**src/hw/rtl/ipr_pkg.sv**
```systemverilog
// Shared constants and controller/datapath interface types for the inversion parity block.
`timescale 1ns / 1ps
`default_nettype none

package ipr_pkg;

   localparam int DEF_MAX_ELEMENTS = 1024;
   localparam int DEF_VALUE_BITS   = 16;

   localparam int VALUE_W = 16;
   localparam int POS_W   = 11;

   localparam logic OP_LOAD  = 1'b0;
   localparam logic OP_QUERY = 1'b1;

   typedef struct packed {
      logic clear;
      logic store;
      logic pass_start;
      logic pass_step;
      logic query;
   } ipr_cmd_type;

   typedef struct packed {
      logic pass_end;
      logic rsp_full;
   } ipr_stat_type;

endpackage

`default_nettype wire

```
**src/hw/rtl/ipr_ctrl.sv**
```systemverilog
// Controller: phase state machine, input handshake and datapath commands.
`timescale 1ns / 1ps
`default_nettype none

module ipr_ctrl (
   input  wire                    clock,
   input  wire                    reset,
   input  wire                    req_valid,
   output logic                   req_stall,
   input  wire                    req_operation,
   input  wire                    req_last,
   input  wire                    rsp_stall,
   input  ipr_pkg::ipr_stat_type  stat,
   output ipr_pkg::ipr_cmd_type   cmd
);
   import ipr_pkg::*;

   localparam logic [1:0] ST_LOAD  = 2'd0;
   localparam logic [1:0] ST_PASS  = 2'd1;
   localparam logic [1:0] ST_DRAIN = 2'd2;
   localparam logic [1:0] ST_QUERY = 2'd3;

   logic [1:0] state_ff, state_in;
   logic       busy, out_block, accept;

   assign busy      = (state_ff == ST_PASS) || (state_ff == ST_DRAIN);
   assign out_block = stat.rsp_full && rsp_stall;
   // loads never produce a beat, so only a query waits on the result register
   assign req_stall = busy || ((req_operation == OP_QUERY) && out_block);
   assign accept    = req_valid && !req_stall;

   assign cmd.store      = accept && (req_operation == OP_LOAD);
   assign cmd.clear      = cmd.store && (state_ff == ST_QUERY);
   assign cmd.pass_start = cmd.store && req_last;
   assign cmd.pass_step  = (state_ff == ST_PASS) && !stat.pass_end;
   assign cmd.query      = accept && (req_operation == OP_QUERY) && (state_ff == ST_QUERY);

   always_comb begin
      state_in = state_ff;
      unique case (state_ff)
         ST_LOAD: begin
            if (cmd.pass_start) state_in = ST_PASS;
         end
         ST_PASS: begin
            if (stat.pass_end) state_in = ST_DRAIN;
         end
         ST_DRAIN: begin
            state_in = ST_QUERY;
         end
         ST_QUERY: begin
            if (cmd.pass_start) begin
               state_in = ST_PASS;
            end else if (cmd.store) begin
               state_in = ST_LOAD;
            end
         end
         default: state_in = ST_LOAD;
      endcase
   end

   always_ff @(posedge clock) begin
      if (reset) begin
         state_ff <= ST_LOAD;
      end else begin
         state_ff <= state_in;
      end
   end

   a_busy_stalls: assert property (@(posedge clock) disable iff (reset)
      busy |-> req_stall)
      else $error("input taken during pair pass");

   a_last_starts_pass: assert property (@(posedge clock) disable iff (reset)
      (req_valid && !req_stall && (req_operation == OP_LOAD) && req_last)
      |=> (state_ff == ST_PASS))
      else $error("final load did not start the pair pass");

   a_drain_to_query: assert property (@(posedge clock) disable iff (reset)
      (state_ff == ST_DRAIN) |=> (state_ff == ST_QUERY))
      else $error("drain did not end in query phase");

endmodule

`default_nettype wire

```
**config.mk**
```make
export PLATFORM = sky130hd
export DESIGN_NAME = ipr_ctrl
export DESIGN_NICKNAME = d
export VERILOG_FILES = /design/src/hw/rtl/ipr_pkg.sv /design/src/hw/rtl/ipr_ctrl.sv
export SDC_FILE = /design/constraint.sdc
export NUM_CORES = 1
export LEC_CHECK = 0
export ABC_AREA = 1
export BUFFER_PORTS_ARGS = -buffer_cell sky130_fd_sc_hd__buf_2
export CAP_MARGIN = 5
export CORE_AREA = 2 2 39 41
export DETAILED_ROUTE_END_ITERATION = 7
export DIE_AREA = 0 0 41 43
export HOLD_SLACK_MARGIN = 0.15
export PLACE_DENSITY_LB_ADDON = 0.08
export SLEW_MARGIN = 20
export SYNTH_ARGS = -nofsm -noshare
export SYNTH_HDL_FRONTEND = slang
export SYNTH_SLANG_ARGS = --single-unit
```
**constraint.sdc**
```tcl
create_clock -name clock -period 1.4 [get_ports clock]
set_clock_uncertainty 0.05 [all_clocks]
set_input_delay 0.14 -clock clock [delete_from_list [all_inputs] [get_ports clock]]
set_output_delay 0.14 -clock clock [all_outputs]
set_load 0.05 [all_outputs]
```
### After elaboration in Yosys (flattened, before gate mapping)

Index checks and enable logic that the tools add are counted.

* output and inout bits: 6
* flip-flop bits (word level): 2
* input bits: 8

* reduce and logical (&&, ||, !) cells: 15
* bitwise gates (word level): 1
* mux-type cells: 5
* equality and inequality tests: 6

Operator list (number)
* 1-bit logical AND: 9
* 2-bit two-way mux: 4
* 2-bit case mux with 4 select lines: 1
* 2-bit equality test (second input constant): 2
* 2-bit inequality test (second input constant): 2
* 3-bit inequality test (second input constant): 1
* 3-bit AND reduction: 1
* 2-bit by 1-bit equality test with 1-bit output (second input constant): 1
* 1-bit logical NOT: 2
* 2-bit logical NOT: 1
* 1-bit logical OR: 2
* 1-bit inverter: 1

### Longest topological paths before layout

Gate-level depths: netlist of the first run.

* word-level depth: 9
* gate-level depth with buffers: 8
* gate-level depth less buffers: 8

### Worst setup path before layout of the first run

No wires, ideal clock.

* kind: register to output
* start: register state_ff[0]
* end: output cmd[0] (netlist name)
* path slack: -1577 ps
* data arrival time: 2787 ps
* path buffers: 0
* cell stages (with the launch flop): 6
* cell sequence: dfxtp_1 inv_1 ha_1 inv_2 o21ai_1 nor4_1

RTL lines
* start, declared: RTL line ipr_ctrl.sv:23 `logic [1:0] state_ff, state_in;`
* start signal, assigned: RTL line ipr_ctrl.sv:65 `state_ff <= state_in;`
* end, declared: RTL line ipr_ctrl.sv:14 `output ipr_pkg::ipr_cmd_type cmd`

==> results of run 1 <==
critical path: cells and delay by family, from the launching register on:
kind,cells,cell delay [ps]
buffers and inverters,3,350
and+or+nand+nor,1,180
adders and majority gates,1,250
DFF,1,320
layout by cell type (no fill, tap or decap), types with 3 or more instances in the layout:
cell and count:
buf_2 7, buf_4 7, buf_6 5, clkbuf_4 3, ha_4 3, inv_2 5, nand2_1 4, nand3_1 3
power breakdown:
| part | switching, uW | internal (uW) | total, uW | leakage, uW |
|---|---|---|---|---|
| clock network | 29.8 | 94.3 | 124 | 0.0000138 |
| logic | 388 | 322 | 710 | 0.000209 |
| registers | 9.78 | 77.6 | 87.4 | 0.0000172 |
| total | 428 | 494 | 922 | 0.000240 |
what timing repair did:
item / CTS / global route
endpoints found under the setup margin: 7 / 8
gates resized for setup: 18 / 7
endpoints found under the hold margin: 2 / 0
pin swaps: 7 / 6
hold buffers: 1 / 0
setup buffers: 3 / 0
logic make-up (layout without fill, tap and decap cells):
| logic type | count (synthesis) | count (layout) | synth area share [%] |
|---|---|---|---|
| compound gates | 5 | 5 | 17.00 |
| fa+ha+maj | 4 | 4 | 20.00 |
| buf+inv | 8 | 33 | 12.00 |
| flops | 2 | 2 | 16.00 |
| simple gates | 15 | 15 | 35.01 |
stage by stage:
stage | total power (uW) | setup WS [ps] | hold WS (ps) | std cells | cell area (sq um)
CTS | 890.3 | -135.1 | 294.8 | 76 | 548.0
detailed placement | 648.1 | -70.10 | 265.4 | 69 | 439.2
global route | 980.0 | -159.1 | 310.5 | 75 | 581.8
global placement | 641.4 | -57.33 | 264.5 | 69 | 439.2
floorplan | 497.0 | -323.7 | 145.1 | 34 | 309.0
finish | 921.7 | -109.0 | 285.9 | 75 | 581.8
cell usage after synthesis:
master,n
nand2_2,1
a21oi_4,1
o21ai_1,1
inv_2,2
inv_1,6
nor3_4,1
nand3_1,4
nor2_1,2
o21bai_1,1
nand4_1,1
dfxtp_1,2
nor4_1,1
ha_1,4
nand2_1,4
nand3_2,1
a21oi_1,1
a21oi_2,1
worst paths after layout:
kind,startpoint,to,slack [ps],depth (start not counted)
max reg2reg,state_ff[1],state_ff[0],10,8
min reg2reg,state_ff[1],state_ff[1],560,3
max,state_ff[1],cmd[3],-110,5
min,req_last,state_ff[0],290,5
per-layer routing:
metal  vias to the layer above  wire, um  GRT usage (%)
met5                         -         0              0
met4                         0         0          6.000
met3                         0        35              0
met2                         9       408          14.37
met1                       135       287          9.295
li1                        162         -              -
layout make-up:
class / count / area, sq um
multi-input combinational: 24 / 280.3
inverter: 8 / 32.53
fill: 149 / 802.0
tap: 16 / 20.02
timing repair buffer: 22 / 183.9
sequential: 2 / 42.54
clock buffer: 3 / 22.52
==> impl_metrics.json, run 1 <==
{
  "wl_per_cell_um": 9.760,
  "clockBufferDepth": 2,
  "worstSetupStartpointType": "flop",
  "end_kind": "output pin",
  "rows": 14,
  "status": "complete, but fails checks",
  "power.density_mw_per_mm2": 1584,
  "first_iter_violations": 1,
  "finalHoldViolations": 0,
  "start_util_pct": 18.08,
  "antenna_cells": 0,
  "cts_root_buffer": "clkbuf_4",
  "htreeDepth": 1,
  "die_w_um": 41,
  "vias_per_cell": 4.080,
  "postRouteAntennaNets": 0,
  "drcViolationCount": 0,
  "rsz0062_at_grt": "yes",
  "slew_headroom_pct": 86.40,
  "clkSinkCount": 2,
  "routed_wl_um": 732,
  "hpwl_um": 621.7,
  "synth_top_area_share_pct": 20.00,
  "clk_pin_slew_worst_paths_ps": 30,
  "setup_viol": 4,
  "path_max_fanout": 2,
  "yosysSeqAreaShare_pct": 16.00,
  "vias": 306,
  "critical_path_arrival_ps": 1320,
  "overflow": 0,
  "finalSetupTns_ps": -285.8,
  "maxCapViolations": 0,
  "slew_viol_final": 0,
  "track_usage_pct": 8.425,
  "gp_congestion": 0.7084,
  "crit_required_ps": 1210,
  "grt_pass1_wl_um": 1014,
  "crit_path_cell_trace": "inv_2 > ha_4 > buf_6 > nor3_4 > buf_6",
  "portBuffers": 13,
  "regMostFlops": "state_ff",
  "fin_ws_ps": -109.0,
  "crit_path_frequent_cell": "buf_6",
  "areaGrowthSynthToFinish_pct": 132.5,
  "drive_above_1_share_pct": 77.97,
  "period_needed_ps": 1509,
  "numCtsBuffers": 3,
  "cts_tree": "done",
  "synth_cell_types": 17,
  "failed_checks": "setup timing",
  "clk_latency_ps": 220,
  "synth_area_leaders": "ha_1, dfxtp_1, inv_1, nand3_1, a21oi_4",
  "die_area_sq_mm": 0.001763,
  "hp-class": "in2reg",
  "critPathMaxStageDelay_ps": 320,
  "crit_path_top_delay_cell": "dfxtp_2",
  "crit_type": "reg2out",
  "core_sq_mm": 0.001384,
  "top_regs": "state_ff (2)",
  "grt_pass1_vias": 276,
  "grt_max_degree": 5,
  "largest_reg_flops": 2,
  "first_pass_iters": 2,
  "synthesis.instances": 34,
  "syn_avg_cell_area_sq_um": 7.360,
  "min_period_over_period_pct": 107.8,
  "io_pins": 14,
  "ys_ff_latch": 2,
  "tightest_slew_ps": 202.5,
  "p_leak_uw": 0.0002399,
  "antenna_found_initial": 0,
  "syn-cell-area_sq_um": 250.2,
  "yosysTopAreaCell": "ha_1",
  "synth-warning-count": 0,
  "final_nets": 73,
  "die_h_um": 43,
  "fmax_ghz": 0.6627,
  "post-route-util_pct": 42.04,
  "ir_drop_mv": 0.6500,
  "synth_nets": 46
}
(Power assumes the default switching activity.)
==> run 2: changes to the inputs <==
- SETUP_SLACK_MARGIN: default -> 0.3
==> run 2 against run 1 <==
  * The flow still finishes with violations (setup timing)
  * Flip-flop and latch count is the same
  * First-iteration DRC count grew to 3.0 times the previous value
  * Global-route usage grew 3.0 points
  * Hold slack lost 4.5 ps
  * Die area is the same
  * Register-to-register slack lost 120 ps
  * Core utilization grew 2.7 points
  * Critical path depth grew 4
  * Largest power group unchanged
==> impl_metrics.json, run 2 (synthesis results as in run 1) <==
{
  "grt_util_met1_pct": 12.50,
  "top_regs": "state_ff (2)",
  "grtUsageMet3_pct": 0.5236,
  "clk_latency_ps": 220,
  "hp-class": "in2reg",
  "first_iter_violations": 3,
  "slew_viol_final": 0,
  "path_max_fanout": 4,
  "status": "complete, but fails checks",
  "cts_root_buffer": "clkbuf_4",
  "first_pass_iters": 4,
  "tightest_slew_ps": 198.3,
  "regMostFlops": "state_ff",
  "drcViolationCount": 0,
  "grt_max_degree": 5,
  "period_needed_ps": 1515,
  "power.density_mw_per_mm2": 1560,
  "grt_pass1_wl_um": 1386,
  "vias_per_cell": 4.203,
  "busiest_layer": "met2",
  "die_h_um": 43,
  "areaGrowthSynthToFinish_pct": 147.5,
  "rsz0062_at_grt": "yes",
  "hpwl_um": 625.7,
  "setup_viol": 6,
  "fmax_ghz": 0.6602,
  "slew_headroom_pct": 86.68,
  "most-common-layout-cells": "buf_4, buf_2, buf_6",
  "finalSetupTns_ps": -569.5,
  "clk_pin_slew_worst_paths_ps": 30,
  "end_kind": "flop",
  "min_period_over_period_pct": 108.2,
  "numCtsBuffers": 3,
  "vias": 332,
  "ir_drop_mv": 0.8572,
  "antenna_cells": 0,
  "final_nets": 77,
  "core_sq_mm": 0.001384,
  "finalHoldViolations": 0,
  "cts_tree": "done",
  "die_w_um": 41,
  "crit_required_ps": 1460,
  "portBuffers": 13,
  "wl_per_cell_um": 10.52,
  "num-fill-cells": 134,
  "p_leak_uw": 0.0002589,
  "post-route-util_pct": 44.76,
  "failed_checks": "setup timing",
  "largest_reg_flops": 2,
  "grt_pass1_vias": 349,
  "rows": 14,
  "track_usage_pct": 11.43,
  "use_met2_pct": 20.31,
  "start_util_pct": 18.08,
  "finalPower_uw": 965.9,
  "drive_above_1_share_pct": 80.95,
  "layout_commonest_cell": "buf_4",
  "antenna_found_initial": 0,
  "pre_cts_ws_ps": -68.81,
  "htreeDepth": 1,
  "worstSetupStartpointType": "flop",
  "clockBufferDepth": 2,
  "die_area_sq_mm": 0.001763,
  "routed_wl_um": 831,
  "maxCapViolations": 0,
  "critical_path_arrival_ps": 1570,
  "gp_congestion": 0.6880,
  "postRouteAntennaNets": 0,
  "overflow": 0,
  "crit_type": "reg2reg",
  "fin_ws_ps": -114.7,
  "clkSinkCount": 2,
  "io_pins": 14
}
==> run 2: cell count changes in the layout (fill, tap and decap cells not counted) <==
| cell | before | now |
|---|---|---|
| inv_1 | 2 | 1 |
| buf_6 | 5 | 6 |
| nand3_1 | 3 | 2 |
| a21oi_2 | 2 | 1 |
| a21oi_1 | 0 | 1 |
| nand3_2 | 1 | 2 |
| inv_4 | 1 | 2 |
| buf_4 | 7 | 10 |
==> run 2: path summary, 6_finish.rpt <==
kind / slack, ps / start / cells past startpoint / end
hold / removal: 280 / req_last / 5 / state_ff[0]
hold reg to reg: 560 / state_ff[1] / 3 / state_ff[1]
setup / recovery: -110 / state_ff[0] / 9 / state_ff[0]
setup reg to reg: -110 / state_ff[0] / 9 / state_ff[0]
==> run 2: report_power, final <==
group          internal [uW]  switching [uW]  leakage (uW)  total, uW
Clock                   94.6            32.6     0.0000138        127
Sequential              77.7            11.6     0.0000172       89.3
Combinational            349             400      0.000228        749
Total                    521             445      0.000259        966
==> run 2: timing repair <==
action,4_1_cts,5_1_grt
hold buffers,1,0
endpoints found under the setup margin,8,8
hold endpoints to repair,2,0
gates resized for setup,22,4
setup buffers,6,0
pin swaps,6,2
==> run 2: stage by stage <==
step,instance area (sq um),instances,hold WS [ps]
2_1_floorplan,311.5,34,145.1
4_1_cts,599.3,79,284.1
5_1_grt,619.3,79,307.8
3_5_place_dp,441.7,69,267.9
6_report,619.3,79,281.3
3_3_place_gp,441.7,69,263.4
==> run 2: critical path, stage by stage, from the launching register on <==
cell     delay, ps
dfxtp_2        330
inv_2           50
ha_4           250
inv_4           80
nand4_1        160
buf_4          200
nand2_4         70
nand3_1         80
nand2_1         90
a21oi_2         50
==> run 2: cell type report <==
type / count / area, sq um / area share (%)
Tap cell: 16 / 20.02 / 3.232
Inverter: 8 / 35.03 / 5.657
Multi-Input combinational cell: 24 / 281.5 / 45.45
Sequential cell: 2 / 42.54 / 6.869
Timing Repair Buffer: 26 / 217.7 / 35.15
Clock buffer: 3 / 22.52 / 3.636
==> run 2: per-layer routing <==
layer	vias to the layer above	part of all wire, %
li1	169	-
met5	-	0
met1	155	37
met3	0	3.5
met2	8	60
met4	0	0
